`src/rtl/tcf_pkg.sv`:
```
// ----------------------------------------------------------------------------
// tcf_pkg
// Shared types, constants and microcode table for the tilt complementary filter.
// ----------------------------------------------------------------------------
package tcf_pkg;

    localparam int DW   = 36;           // internal datapath width
    localparam int CW   = 18;           // coefficient operand width, unsigned
    localparam int PW   = DW + CW + 1;  // full product width
    localparam int PC_W = 5;
    localparam int QF   = 16;           // fraction bits of Q0.16 coefficients

    localparam logic [PC_W-1:0] M1_START = PC_W'(6);
    localparam logic [PC_W-1:0] LAST_PC  = PC_W'(18);

    localparam logic [CW-1:0] ONE_Q16 = CW'(65536);

    localparam logic [15:0] BLEND_RST  = 16'd62747;
    localparam logic [15:0] PERIOD_RST = 16'd262;
    localparam logic [15:0] WEIGHT_RST = 16'd26214;
    localparam logic [15:0] GAIN_RST   = 16'd66;
    localparam logic [31:0] BIAS_RST   = 32'd13107;

    typedef enum logic [2:0] {
        CFG_MODE   = 3'd0,
        CFG_BLEND  = 3'd1,
        CFG_PERIOD = 3'd2,
        CFG_WEIGHT = 3'd3,
        CFG_GAIN   = 3'd4
    } cfg_idx_t;

    // multiplier signed operand
    typedef enum logic [2:0] {
        X_ACC, X_TMP, X_GYRO, X_ACCEL, X_OMK
    } xsel_t;

    // multiplier coefficient operand
    typedef enum logic [2:0] {
        C_DT, C_BLEND, C_OMB, C_GAIN, C_W2, C_TWO_OMK, C_OMK
    } csel_t;

    typedef enum logic [2:0] {
        A_ZERO, A_ANGLE, A_BIAS, A_INTEG, A_ACCEL, A_GYRO, A_ACC, A_TMP
    } asel_t;

    typedef enum logic [2:0] {
        B_ZERO, B_PROD, B_BIAS, B_ANGLE, B_INTEG, B_RATE
    } bsel_t;

    typedef enum logic [2:0] {
        D_NONE, D_ACC, D_TMP, D_ANGLE, D_BIAS, D_INTEG, D_RATE, D_W2
    } dst_t;

    typedef struct packed {
        logic  mul_en;
        xsel_t xsel;
        csel_t csel;
        asel_t asel;
        bsel_t bsel;
        logic  sub;
        logic  sat;
        dst_t  dst;
        logic  jmp_mode1;
        logic  last;
    } cw_t;

    typedef struct packed {
        logic load;     // input beat taken this cycle
        logic exec;     // current control word takes effect
        cw_t  cw;
    } seq_ctl_t;

    // Control store. PROD is the registered product shifted down by 16,
    // valid one step after the multiply is issued.
    function automatic cw_t ucode_rom(input logic [PC_W-1:0] pc);
        cw_t w;
        w = '{mul_en: 1'b0, xsel: X_ACC, csel: C_DT, asel: A_ZERO, bsel: B_ZERO,
              sub: 1'b0, sat: 1'b0, dst: D_NONE, jmp_mode1: 1'b0, last: 1'b0};
        case (pc)
            // dispatch on filter mode
            5'd0: w.jmp_mode1 = 1'b1;
            // first order
            5'd1: begin
                w.mul_en = 1'b1; w.xsel = X_GYRO; w.csel = C_DT;
                w.asel = A_GYRO; w.dst = D_RATE;
            end
            5'd2: begin
                w.asel = A_ANGLE; w.bsel = B_PROD; w.sat = 1'b1; w.dst = D_ACC;
            end
            5'd3: begin
                w.mul_en = 1'b1; w.xsel = X_ACC; w.csel = C_BLEND;
            end
            5'd4: begin
                w.mul_en = 1'b1; w.xsel = X_ACCEL; w.csel = C_OMB;
                w.bsel = B_PROD; w.dst = D_TMP;
            end
            5'd5: begin
                w.asel = A_TMP; w.bsel = B_PROD; w.sat = 1'b1; w.dst = D_ANGLE;
                w.last = 1'b1;
            end
            // second order
            5'd6: begin
                w.mul_en = 1'b1; w.xsel = X_OMK; w.csel = C_OMK;
                w.asel = A_GYRO; w.bsel = B_BIAS; w.sub = 1'b1; w.dst = D_ACC;
            end
            5'd7: begin
                w.mul_en = 1'b1; w.xsel = X_ACC; w.csel = C_GAIN;
                w.bsel = B_PROD; w.dst = D_W2;
            end
            5'd8: begin
                w.asel = A_BIAS; w.bsel = B_PROD; w.dst = D_BIAS;
            end
            5'd9: begin
                w.asel = A_GYRO; w.bsel = B_BIAS; w.sub = 1'b1; w.sat = 1'b1;
                w.dst = D_RATE;
            end
            5'd10: begin
                w.asel = A_ACCEL; w.bsel = B_ANGLE; w.sub = 1'b1; w.dst = D_ACC;
            end
            5'd11: begin
                w.mul_en = 1'b1; w.xsel = X_ACC; w.csel = C_W2;
            end
            5'd12: begin
                w.mul_en = 1'b1; w.xsel = X_ACC; w.csel = C_TWO_OMK;
                w.bsel = B_PROD; w.dst = D_TMP;
            end
            5'd13: begin
                w.mul_en = 1'b1; w.xsel = X_TMP; w.csel = C_DT;
                w.bsel = B_PROD; w.dst = D_ACC;
            end
            5'd14: begin
                w.asel = A_INTEG; w.bsel = B_PROD; w.sat = 1'b1; w.dst = D_INTEG;
            end
            5'd15: begin
                w.asel = A_ACC; w.bsel = B_INTEG; w.dst = D_ACC;
            end
            5'd16: begin
                w.asel = A_ACC; w.bsel = B_RATE; w.dst = D_ACC;
            end
            5'd17: begin
                w.mul_en = 1'b1; w.xsel = X_ACC; w.csel = C_DT;
            end
            5'd18: begin
                w.asel = A_ANGLE; w.bsel = B_PROD; w.sat = 1'b1; w.dst = D_ANGLE;
                w.last = 1'b1;
            end
            default: w.last = 1'b1;
        endcase
        return w;
    endfunction

    // clamp a DW+1 bit sum to the signed 32-bit range, sign-extended to DW
    function automatic logic signed [DW-1:0] sat32(input logic signed [DW:0] v);
        logic signed [DW-1:0] r;
        if (v[DW:31] == '0 || v[DW:31] == '1)
            r = v[DW-1:0];
        else if (v[DW])
            r = {{(DW-31){1'b1}}, 31'h0};
        else
            r = {{(DW-31){1'b0}}, 31'h7FFF_FFFF};
        return r;
    endfunction

endpackage

```
`src/rtl/tcf_sequencer.sv`:
```
// ----------------------------------------------------------------------------
// tcf_sequencer
// Step counter over the control store, mode dispatch and result handshake.
// ----------------------------------------------------------------------------
module tcf_sequencer (
    input  logic                clk,
    input  logic                rst_n,
    input  logic                filter_mode,
    input  logic                s_tvalid,
    output logic                s_tready,
    output logic                m_tvalid,
    input  logic                m_tready,
    output tcf_pkg::seq_ctl_t   ctl
);
    import tcf_pkg::*;

    logic            busy_reg, busy_next;
    logic [PC_W-1:0] pc_reg, pc_next;
    logic            ovalid_reg, ovalid_next;
    cw_t             cw;
    logic            load;
    logic            exec;

    always_ff @(posedge clk or negedge rst_n)
    begin
        if (!rst_n)
        begin
            busy_reg   <= 1'b0;
            pc_reg     <= '0;
            ovalid_reg <= 1'b0;
        end
        else
        begin
            busy_reg   <= busy_next;
            pc_reg     <= pc_next;
            ovalid_reg <= ovalid_next;
        end
    end

    always_comb
    begin
        cw          = ucode_rom(pc_reg);
        load        = s_tvalid && !busy_reg;
        // the final step holds until the result register is free
        exec        = busy_reg && (!cw.last || !ovalid_reg || m_tready);
        busy_next   = busy_reg;
        pc_next     = pc_reg;
        ovalid_next = ovalid_reg && !m_tready;
        if (load)
        begin
            busy_next = 1'b1;
            pc_next   = '0;
        end
        else if (exec)
        begin
            if (cw.last)
            begin
                busy_next   = 1'b0;
                ovalid_next = 1'b1;
            end
            else if (cw.jmp_mode1 && filter_mode)
                pc_next = M1_START;
            else
                pc_next = pc_reg + PC_W'(1);
        end
    end

    assign s_tready = !busy_reg;
    assign m_tvalid = ovalid_reg;
    assign ctl      = '{load: load, exec: exec, cw: cw};

    a_done_sets_valid: assert property (@(posedge clk) disable iff (!rst_n)
        exec && cw.last |=> ovalid_reg)
        else $error("finished step did not raise result valid");

    a_pc_in_program: assert property (@(posedge clk) disable iff (!rst_n)
        busy_reg |-> pc_reg <= LAST_PC)
        else $error("step counter left the program");

    a_start_at_zero: assert property (@(posedge clk) disable iff (!rst_n)
        $rose(busy_reg) |-> pc_reg == '0)
        else $error("program did not start at step zero");

    a_no_overwrite: assert property (@(posedge clk) disable iff (!rst_n)
        ovalid_reg && !m_tready |=> !$past(exec && cw.last))
        else $error("result overwritten while still pending");

endmodule

```
`src/rtl/tcf_datapath.sv`:
```
// ----------------------------------------------------------------------------
// tcf_datapath
// Shared multiplier, add/sub/saturate unit, filter state and result register.
// ----------------------------------------------------------------------------
module tcf_datapath (
    input  logic                clk,
    input  logic                rst_n,
    input  tcf_pkg::seq_ctl_t   ctl,
    input  logic [15:0]         blend_coeff,
    input  logic [15:0]         sample_period,
    input  logic [15:0]         accel_weight,
    input  logic [15:0]         bias_gain,
    input  logic [31:0]         accel_angle,
    input  logic [31:0]         gyro_rate,
    output logic [31:0]         fused_angle,
    output logic [31:0]         corrected_rate
);
    import tcf_pkg::*;

    logic signed [31:0]   accel_reg;
    logic signed [31:0]   gyro_reg;
    logic signed [31:0]   angle_reg;
    logic signed [31:0]   bias_reg;
    logic signed [31:0]   integ_reg;
    logic signed [31:0]   rate_reg;
    logic        [CW-1:0] w2_reg;
    logic signed [DW-1:0] acc_reg;
    logic signed [DW-1:0] tmp_reg;
    logic signed [PW-1:0] prod_reg;
    logic        [31:0]   fused_reg;
    logic        [31:0]   orate_reg;

    logic        [CW-1:0] omk;
    logic        [CW-1:0] omb;
    logic signed [DW-1:0] x_op;
    logic        [CW-1:0] c_op;
    logic signed [PW-1:0] prod_next;
    logic signed [DW-1:0] prod_q;
    logic signed [DW-1:0] a_op;
    logic signed [DW-1:0] b_op;
    logic signed [DW:0]   sum;
    logic signed [DW-1:0] alu_res;

    function automatic logic signed [DW-1:0] sx(input logic [31:0] v);
        return {{(DW-32){v[31]}}, v};
    endfunction

    always_comb
    begin
        omk = ONE_Q16 - {2'b00, accel_weight};
        omb = ONE_Q16 - {2'b00, blend_coeff};

        case (ctl.cw.xsel)
            X_ACC:   x_op = acc_reg;
            X_TMP:   x_op = tmp_reg;
            X_GYRO:  x_op = sx(gyro_reg);
            X_ACCEL: x_op = sx(accel_reg);
            X_OMK:   x_op = {{(DW-CW){1'b0}}, omk};
            default: x_op = '0;
        endcase

        case (ctl.cw.csel)
            C_DT:      c_op = {2'b00, sample_period};
            C_BLEND:   c_op = {2'b00, blend_coeff};
            C_OMB:     c_op = omb;
            C_GAIN:    c_op = {2'b00, bias_gain};
            C_W2:      c_op = w2_reg;
            C_TWO_OMK: c_op = {omk[CW-2:0], 1'b0};
            C_OMK:     c_op = omk;
            default:   c_op = '0;
        endcase

        prod_next = PW'(x_op) * $signed({1'b0, c_op});
        // arithmetic shift: floor division by 2^16
        prod_q    = prod_reg[QF+DW-1:QF];

        case (ctl.cw.asel)
            A_ZERO:  a_op = '0;
            A_ANGLE: a_op = sx(angle_reg);
            A_BIAS:  a_op = sx(bias_reg);
            A_INTEG: a_op = sx(integ_reg);
            A_ACCEL: a_op = sx(accel_reg);
            A_GYRO:  a_op = sx(gyro_reg);
            A_ACC:   a_op = acc_reg;
            A_TMP:   a_op = tmp_reg;
            default: a_op = '0;
        endcase

        case (ctl.cw.bsel)
            B_ZERO:  b_op = '0;
            B_PROD:  b_op = prod_q;
            B_BIAS:  b_op = sx(bias_reg);
            B_ANGLE: b_op = sx(angle_reg);
            B_INTEG: b_op = sx(integ_reg);
            B_RATE:  b_op = sx(rate_reg);
            default: b_op = '0;
        endcase

        if (ctl.cw.sub)
            sum = {a_op[DW-1], a_op} - {b_op[DW-1], b_op};
        else
            sum = {a_op[DW-1], a_op} + {b_op[DW-1], b_op};
        alu_res = ctl.cw.sat ? sat32(sum) : sum[DW-1:0];
    end

    always_ff @(posedge clk or negedge rst_n)
    begin
        if (!rst_n)
        begin
            angle_reg <= '0;
            bias_reg  <= BIAS_RST;
            integ_reg <= '0;
        end
        else if (ctl.exec)
        begin
            case (ctl.cw.dst)
                D_ANGLE: angle_reg <= alu_res[31:0];
                D_BIAS:  bias_reg  <= alu_res[31:0];
                D_INTEG: integ_reg <= alu_res[31:0];
                default: ;
            endcase
        end
    end

    // scratch and payload registers
    always_ff @(posedge clk)
    begin
        if (ctl.load)
        begin
            accel_reg <= accel_angle;
            gyro_reg  <= gyro_rate;
        end
        if (ctl.exec)
        begin
            if (ctl.cw.mul_en)
                prod_reg <= prod_next;
            case (ctl.cw.dst)
                D_ACC:   acc_reg  <= alu_res;
                D_TMP:   tmp_reg  <= alu_res;
                D_RATE:  rate_reg <= alu_res[31:0];
                D_W2:    w2_reg   <= alu_res[CW-1:0];
                default: ;
            endcase
            if (ctl.cw.last)
            begin
                fused_reg <= alu_res[31:0];
                orate_reg <= rate_reg;
            end
        end
    end

    assign fused_angle    = fused_reg;
    assign corrected_rate = orate_reg;

endmodule

```
`src/rtl/tilt_complementary_filter_core.sv`:
```
// Sequence: a beat runs the dispatch step and then the first-order or the
//          second-order steps, one control-store step per cycle; the final step
//          stalls while a result is pending. Samples do not overlap: the single
//          shared 36x18 multiplier and the step sequence serve one sample at a time.
// Reset: filter state to angle 0, bias 0.2, integral 0; registers to defaults.
// ----------------------------------------------------------------------------
// tilt_complementary_filter_core
// Complementary tilt filter: microcoded sequencer over a shared multiplier.
// ----------------------------------------------------------------------------
module tilt_complementary_filter_core (
    input  logic        clk,
    input  logic        rst_n,
    input  logic        s_axis_tvalid,
    output logic        s_axis_tready,
    input  logic [63:0] s_axis_tdata,   // [31:0] accel_angle, [63:32] gyro_rate
    output logic        m_axis_tvalid,
    input  logic        m_axis_tready,
    output logic [63:0] m_axis_tdata,   // [31:0] fused_angle, [63:32] corrected_rate
    input  logic        cfg_we,
    input  logic [2:0]  cfg_addr,
    input  logic [15:0] cfg_wdata
);
    import tcf_pkg::*;

    logic        mode_reg;
    logic [15:0] blend_reg;
    logic [15:0] period_reg;
    logic [15:0] weight_reg;
    logic [15:0] gain_reg;
    seq_ctl_t    ctl;
    logic [31:0] fused_angle;
    logic [31:0] corrected_rate;

    always_ff @(posedge clk or negedge rst_n)
    begin
        if (!rst_n)
        begin
            mode_reg   <= 1'b0;
            blend_reg  <= BLEND_RST;
            period_reg <= PERIOD_RST;
            weight_reg <= WEIGHT_RST;
            gain_reg   <= GAIN_RST;
        end
        else if (cfg_we)
        begin
            case (cfg_addr)
                CFG_MODE:   mode_reg   <= cfg_wdata[0];
                CFG_BLEND:  blend_reg  <= cfg_wdata;
                CFG_PERIOD: period_reg <= cfg_wdata;
                CFG_WEIGHT: weight_reg <= cfg_wdata;
                CFG_GAIN:   gain_reg   <= cfg_wdata;
                default: ;
            endcase
        end
    end

    tcf_sequencer u_seq (
        .clk         (clk),
        .rst_n       (rst_n),
        .filter_mode (mode_reg),
        .s_tvalid    (s_axis_tvalid),
        .s_tready    (s_axis_tready),
        .m_tvalid    (m_axis_tvalid),
        .m_tready    (m_axis_tready),
        .ctl         (ctl)
    );

    tcf_datapath u_dp (
        .clk            (clk),
        .rst_n          (rst_n),
        .ctl            (ctl),
        .blend_coeff    (blend_reg),
        .sample_period  (period_reg),
        .accel_weight   (weight_reg),
        .bias_gain      (gain_reg),
        .accel_angle    (s_axis_tdata[31:0]),
        .gyro_rate      (s_axis_tdata[63:32]),
        .fused_angle    (fused_angle),
        .corrected_rate (corrected_rate)
    );

    assign m_axis_tdata = {corrected_rate, fused_angle};

endmodule

```
`config.mk`:
```
export PLATFORM = sky130hd
export DESIGN_NAME = tilt_complementary_filter_core
export DESIGN_NICKNAME = d
export VERILOG_FILES = /design/src/rtl/tcf_pkg.sv /design/src/rtl/tcf_sequencer.sv /design/src/rtl/tcf_datapath.sv /design/src/rtl/tilt_complementary_filter_core.sv
export SDC_FILE = /design/constraint.sdc
export NUM_CORES = 2
export LEC_CHECK = 0
export ABC_AREA = 1
export BUFFER_PORTS_ARGS = -buffer_cell sky130_fd_sc_hd__buf_2
export CAP_MARGIN = 20
export CORE_ASPECT_RATIO = 1.25
export CORE_MARGIN = 5
export CORE_UTILIZATION = 55
export CTS_CLUSTER_SIZE = 14
export DETAILED_ROUTE_END_ITERATION = 16
export GPL_TIMING_DRIVEN = 0
export PLACE_DENSITY = 0.73
export SYNTH_ARGS = -nofsm -noshare
export SYNTH_HDL_FRONTEND = slang
export SYNTH_SLANG_ARGS = --single-unit
export TNS_END_PERCENT = 5
```
`constraint.sdc`:
```
create_clock -name clk -period 8.5 [get_ports clk]
set_input_delay 2.125 -clock clk [delete_from_list [all_inputs] [get_ports clk]]
set_output_delay 2.125 -clock clk [all_outputs]
set_load 0.005 [all_outputs]
```
==> results by stage <==
Outcome:
- The run finished with clean final reports.

Placed design:
- Before CTS, the worst setup slack after placement is -1.98 ns.
- The total cell area at the placement stage is 48700 um2.
- The final estimated routing congestion in global placement is 1.04.
- The detailed placer's ending HPWL is 143000 um.
- The count of input and output buffers is 153.

Floorplanning:
- The initial utilization of the core area, before any placement, comes to 55.6%.
- The area of the core is 83000 um2.
- The number of placed I/O pins is 154.
- From bottom edge to top edge, the die measures 334 um.
- The number of rows created at floorplan is 118.
- The die width is 269 um.
- The floorplan step defined a die boundary enclosing 89800 um2.

STA:
- The final critical-path share of the clock period is 97.5%.
- The worst max-slew margin expressed relative to the limit is 29.1%.
- For the final routed database, the setup TNS stands at 0 ns.
- The number of pins exceeding their max-slew limit in the final report came to 0.
- The count of endpoints failing hold in the final timing report is 0.
- The actual slew at the worst max-slew pin is 1.06 ns.
- Counting I/O delays and the setup requirement, the final critical path takes 8.29 ns.
- The top achievable clock speed is 121 MHz.
- Setup repair after global routing could not meet its margin everywhere.
- The worst-case clock skew is 0.0352 ns.
- Setup slack on the critical path of the routed design comes to 0.209 ns.
- Setup violations remaining at the end of the flow were counted as 0.

CTS:
- The number of H-tree levels is 2.
- TritonCTS built the clock tree.
- The maximum clock insertion buffer count is 3.
- The cell sitting at the root of the clock tree is a sky130_fd_sc_hd__clkbuf_16.
- The clock insertion delay at the later pin of the skew report is 0.62 ns.
- The clock-pin transition on the worst setup and hold timing paths is 0.07 ns.
- For this design, the sink count on the clock tree is 454.
- The number of clock buffers added by TritonCTS is 43.

Global routing:
- The initial antenna violation count is 1.
- The overflow left after global routing is 0.
- The first global-routing pass estimated 254000 um of wire.
- Global routing consumed, over all layers together, 38.5% of the routing resources.
- The largest net degree at the start of global routing is 108.
- The number of global-route vias before repair is 40782.

Hold path:
- The path with the worst hold slack has its endpoint at u_dp.corrected_rate[23]$_DFFE_PP_.
- In this run the most critical hold path is launched from u_dp.rate_reg[23]$_DFFE_PP_.
- The path class of the tightest hold or removal check is reg -> reg.
- The number of cells on the worst hold path is 0.

Route:
- Summing over every cut layer, the via total after detailed routing is 39744.
- Dividing the detail-routed wire length by the instance count gives 25.2 um.
- The initial DRC count is 4358.
- The first detailed-routing pass took 6 iterations.
- After detailed routing, the number of remaining DRC violations is 0.
- The via count normalized by instance count is 5.77.
- For this block, the routed nets add up to 173000 um of wire.
- Once detail routing completed, the nets flagged for antenna violations numbered 0.

Yosys:
- The synthesized flop and latch total is 454.
- The sequential-to-total area share from yosys stat is 27.8%.
- For this run, asynchronously set or reset flops after synthesis account for 37.0%.
- The instance count of the mapped netlist is 5497.
- The area share of the leading cell type in the synthesized netlist is 26.1%.
- The Yosys step of the flow raised 0 warnings.
- The number of nets in the synthesized netlist is 6354.
- The most frequently used flop master after synthesis is sky130_fd_sc_hd__edfxtp_1.
- The post-synthesis cell area is 46100 um2.
- Counting flops with a built-in enable in the synthesized netlist gives 286.
- The synthesized area per cell is 8.39 um2.
- In the post-synthesis netlist, the biggest area contributors are sky130_fd_sc_hd__fa_1, sky130_fd_sc_hd__edfxtp_1, sky130_fd_sc_hd__nand2_1.
- The biggest area contributor in the post-synthesis netlist is sky130_fd_sc_hd__fa_1.
- After synthesis, the netlist uses 62 different library cells.

Final layout:
- The final net count is 6637.
- At the end of the flow the core is filled with cells to 62.6%.
- The layout overhead on the synthesized area is 12.5%.
- The antenna cell count is 0.
- Once layout is done, the placed cells without fillers occupy 51900 um2.
- In the final layout, the share of cells above drive strength 1 is 13.3%.

Critical path:
- The highest cell delay on the worst timing path is 0.61 ns.
- The terminus of the critical flop-to-flop path is u_dp.prod_reg[51]$_DFFE_PP_.
- The count of cells along the worst register-to-register path is 34.
- The nature of the critical path startpoint is a flip-flop.
- Data on the critical path is required at its endpoint by 8.83 ns.
- Data arrives at the worst endpoint at 8.62 ns.
- STA classifies the critical path endpoint as a flip-flop.
- The category of the most critical setup path is reg -> reg.
- The reg2reg setup slack is 0.21 ns.
- The maximum fanout along the worst path is 10.
- For this design, the slowest cell found on the critical path is sky130_fd_sc_hd__fa_1.
- The startpoint identified for the worst register-to-register timing path is u_seq.pc_reg[0]$_DFFE_PN0P_.
- The cell type with the highest occurrence count on the critical path is sky130_fd_sc_hd__fa_1.
- The family of cells with the greatest summed delay on the critical path is adder cells.
- The total buffers and inverters traversed by the critical path is 7.
- Tracing the worst setup path back leads to its startpoint at u_seq.pc_reg[0]$_DFFE_PN0P_.

Run:
- The max capacitance violation total is 0.
cells in the mapped netlist, types with 9 or more instances:
cell and instances:
sky130_fd_sc_hd__clkbuf_1 136, sky130_fd_sc_hd__clkinv_1 16, sky130_fd_sc_hd__a22oi_1 32, sky130_fd_sc_hd__buf_1 11
sky130_fd_sc_hd__o211ai_1 12, sky130_fd_sc_hd__a31oi_1 20, sky130_fd_sc_hd__dfstp_2 31, sky130_fd_sc_hd__dfrtp_1 137
sky130_fd_sc_hd__a221oi_1 18, sky130_fd_sc_hd__nand2_1 1378, sky130_fd_sc_hd__nor4_1 23, sky130_fd_sc_hd__nand4_1 39
sky130_fd_sc_hd__o22ai_1 31, sky130_fd_sc_hd__and2_1 10, sky130_fd_sc_hd__o2111ai_1 12, sky130_fd_sc_hd__o21ai_0 176
sky130_fd_sc_hd__buf_6 13, sky130_fd_sc_hd__fa_1 601, sky130_fd_sc_hd__inv_2 16, sky130_fd_sc_hd__edfxtp_1 286
sky130_fd_sc_hd__a22o_1 19, sky130_fd_sc_hd__xnor2_1 38, sky130_fd_sc_hd__ha_1 168, sky130_fd_sc_hd__nor2_2 30
sky130_fd_sc_hd__nor3_1 37, sky130_fd_sc_hd__nand3_2 11, sky130_fd_sc_hd__nor2_1 512, sky130_fd_sc_hd__nand3_1 135
sky130_fd_sc_hd__a21oi_1 163, sky130_fd_sc_hd__buf_2 16, sky130_fd_sc_hd__o221ai_1 14, sky130_fd_sc_hd__nand2_2 9
sky130_fd_sc_hd__inv_1 1126, sky130_fd_sc_hd__o21a_1 10, sky130_fd_sc_hd__xor2_1 86, sky130_fd_sc_hd__nand2_4 48
what timing repair did:
action / in CTS / in global routing
buffers inserted: 35 / 39
hold buffers: 0 / 0
endpoints found under the setup margin: 36 / 29
resized for setup: 234 / 212
pin swaps: 22 / 42
metrics by stage:
step / cells / hold WS (ns)
floorplan: 5497 / 0.426
global route: 6894 / 0.470
CTS: 6854 / 0.450
detailed placement: 6751 / 0.433
global placement: 6730 / 0.431
finish: 6894 / 0.448
worst max-delay path by stage:
stage | slack, ns | cells past startpoint | to
after detailed placement | -1.98 | 39 | u_dp.prod_reg[45]$_DFFE_PP_
after global routing | -0.12 | 40 | u_dp.prod_reg[48]$_DFFE_PP_
after floorplan | 0.66 | 36 | u_dp.prod_reg[37]$_DFFE_PP_
final | 0.21 | 34 | u_dp.prod_reg[51]$_DFFE_PP_
after CTS | -0.04 | 36 | u_dp.prod_reg[48]$_DFFE_PP_
after global placement | -3.27 | 30 | u_dp.prod_reg[45]$_DFFE_PP_
cells in the final DEF (no fill, tap or decap), types with 13 or more instances in the layout:
| master | Yosys | routed |
|---|---|---|
| sky130_fd_sc_hd__a21oi_1 | 163 | 145 |
| sky130_fd_sc_hd__a21oi_2 | 0 | 17 |
| sky130_fd_sc_hd__a221oi_1 | 18 | 16 |
| sky130_fd_sc_hd__a22o_1 | 19 | 19 |
| sky130_fd_sc_hd__a22oi_1 | 32 | 31 |
| sky130_fd_sc_hd__a31oi_1 | 20 | 17 |
| sky130_fd_sc_hd__buf_12 | 0 | 13 |
| sky130_fd_sc_hd__buf_2 | 16 | 175 |
| sky130_fd_sc_hd__buf_4 | 2 | 86 |
| sky130_fd_sc_hd__buf_6 | 13 | 27 |
| sky130_fd_sc_hd__clkbuf_1 | 136 | 63 |
| sky130_fd_sc_hd__clkbuf_16 | 0 | 44 |
| sky130_fd_sc_hd__clkbuf_2 | 0 | 13 |
| sky130_fd_sc_hd__clkbuf_4 | 0 | 30 |
| sky130_fd_sc_hd__clkbuf_8 | 1 | 16 |
| sky130_fd_sc_hd__dfrtp_1 | 137 | 135 |
| sky130_fd_sc_hd__dfstp_2 | 31 | 31 |
| sky130_fd_sc_hd__edfxtp_1 | 286 | 286 |
| sky130_fd_sc_hd__fa_1 | 601 | 590 |
| sky130_fd_sc_hd__ha_1 | 168 | 155 |
| sky130_fd_sc_hd__inv_1 | 1126 | 1105 |
| sky130_fd_sc_hd__inv_2 | 16 | 25 |
| sky130_fd_sc_hd__nand2_1 | 1378 | 1366 |
| sky130_fd_sc_hd__nand2_2 | 9 | 17 |
| sky130_fd_sc_hd__nand2_4 | 48 | 52 |
| sky130_fd_sc_hd__nand3_1 | 135 | 125 |
| sky130_fd_sc_hd__nand3_2 | 11 | 18 |
| sky130_fd_sc_hd__nand4_1 | 39 | 39 |
| sky130_fd_sc_hd__nor2_1 | 512 | 486 |
| sky130_fd_sc_hd__nor2_2 | 30 | 42 |
| sky130_fd_sc_hd__nor2_4 | 5 | 19 |
| sky130_fd_sc_hd__nor3_1 | 37 | 25 |
| sky130_fd_sc_hd__o21ai_0 | 176 | 163 |
| sky130_fd_sc_hd__o21ai_1 | 7 | 17 |
| sky130_fd_sc_hd__o22ai_1 | 31 | 29 |
| sky130_fd_sc_hd__xnor2_1 | 38 | 38 |
| sky130_fd_sc_hd__xor2_1 | 86 | 83 |
final cells by class:
cell class	count	area (um2)
plain buffers	168	1140
clock buffers	61	1200
clock inverters	18	234
fillers	7307	31100
inverters	1160	4430
multi-input cells	3704	29000
flip-flops and latches	454	12800
well taps	1080	1350
repair buffers	249	1700
layer usage:
layer  up-vias  global-route usage, %  wire length [um]
met1     19405                   45.4             59800
met4         0                   28.2             17400
li1      17474                      -                 -
met5         -                      0                 0
met3       704                   5.30             14200
met2      2161                   64.0             82000
kinds of logic (layout without fill, tap and decap cells):
kind of cell | after synthesis | in the layout | synth area share (%)
AND/OR/NAND/NOR | 2260 | 2260 | 20.8
adder cells (fa/ha/maj) | 769 | 769 | 30.6
AO/OA/AOI/OAI | 551 | 551 | 7.19
buffers and inverters | 1339 | 1656 | 11.2
flip-flops | 454 | 454 | 27.8
XOR/XNOR | 124 | 124 | 2.35
Power is not shown: default switching activity piles up to over one toggle a cycle in this logic, so the estimate is an artifact.
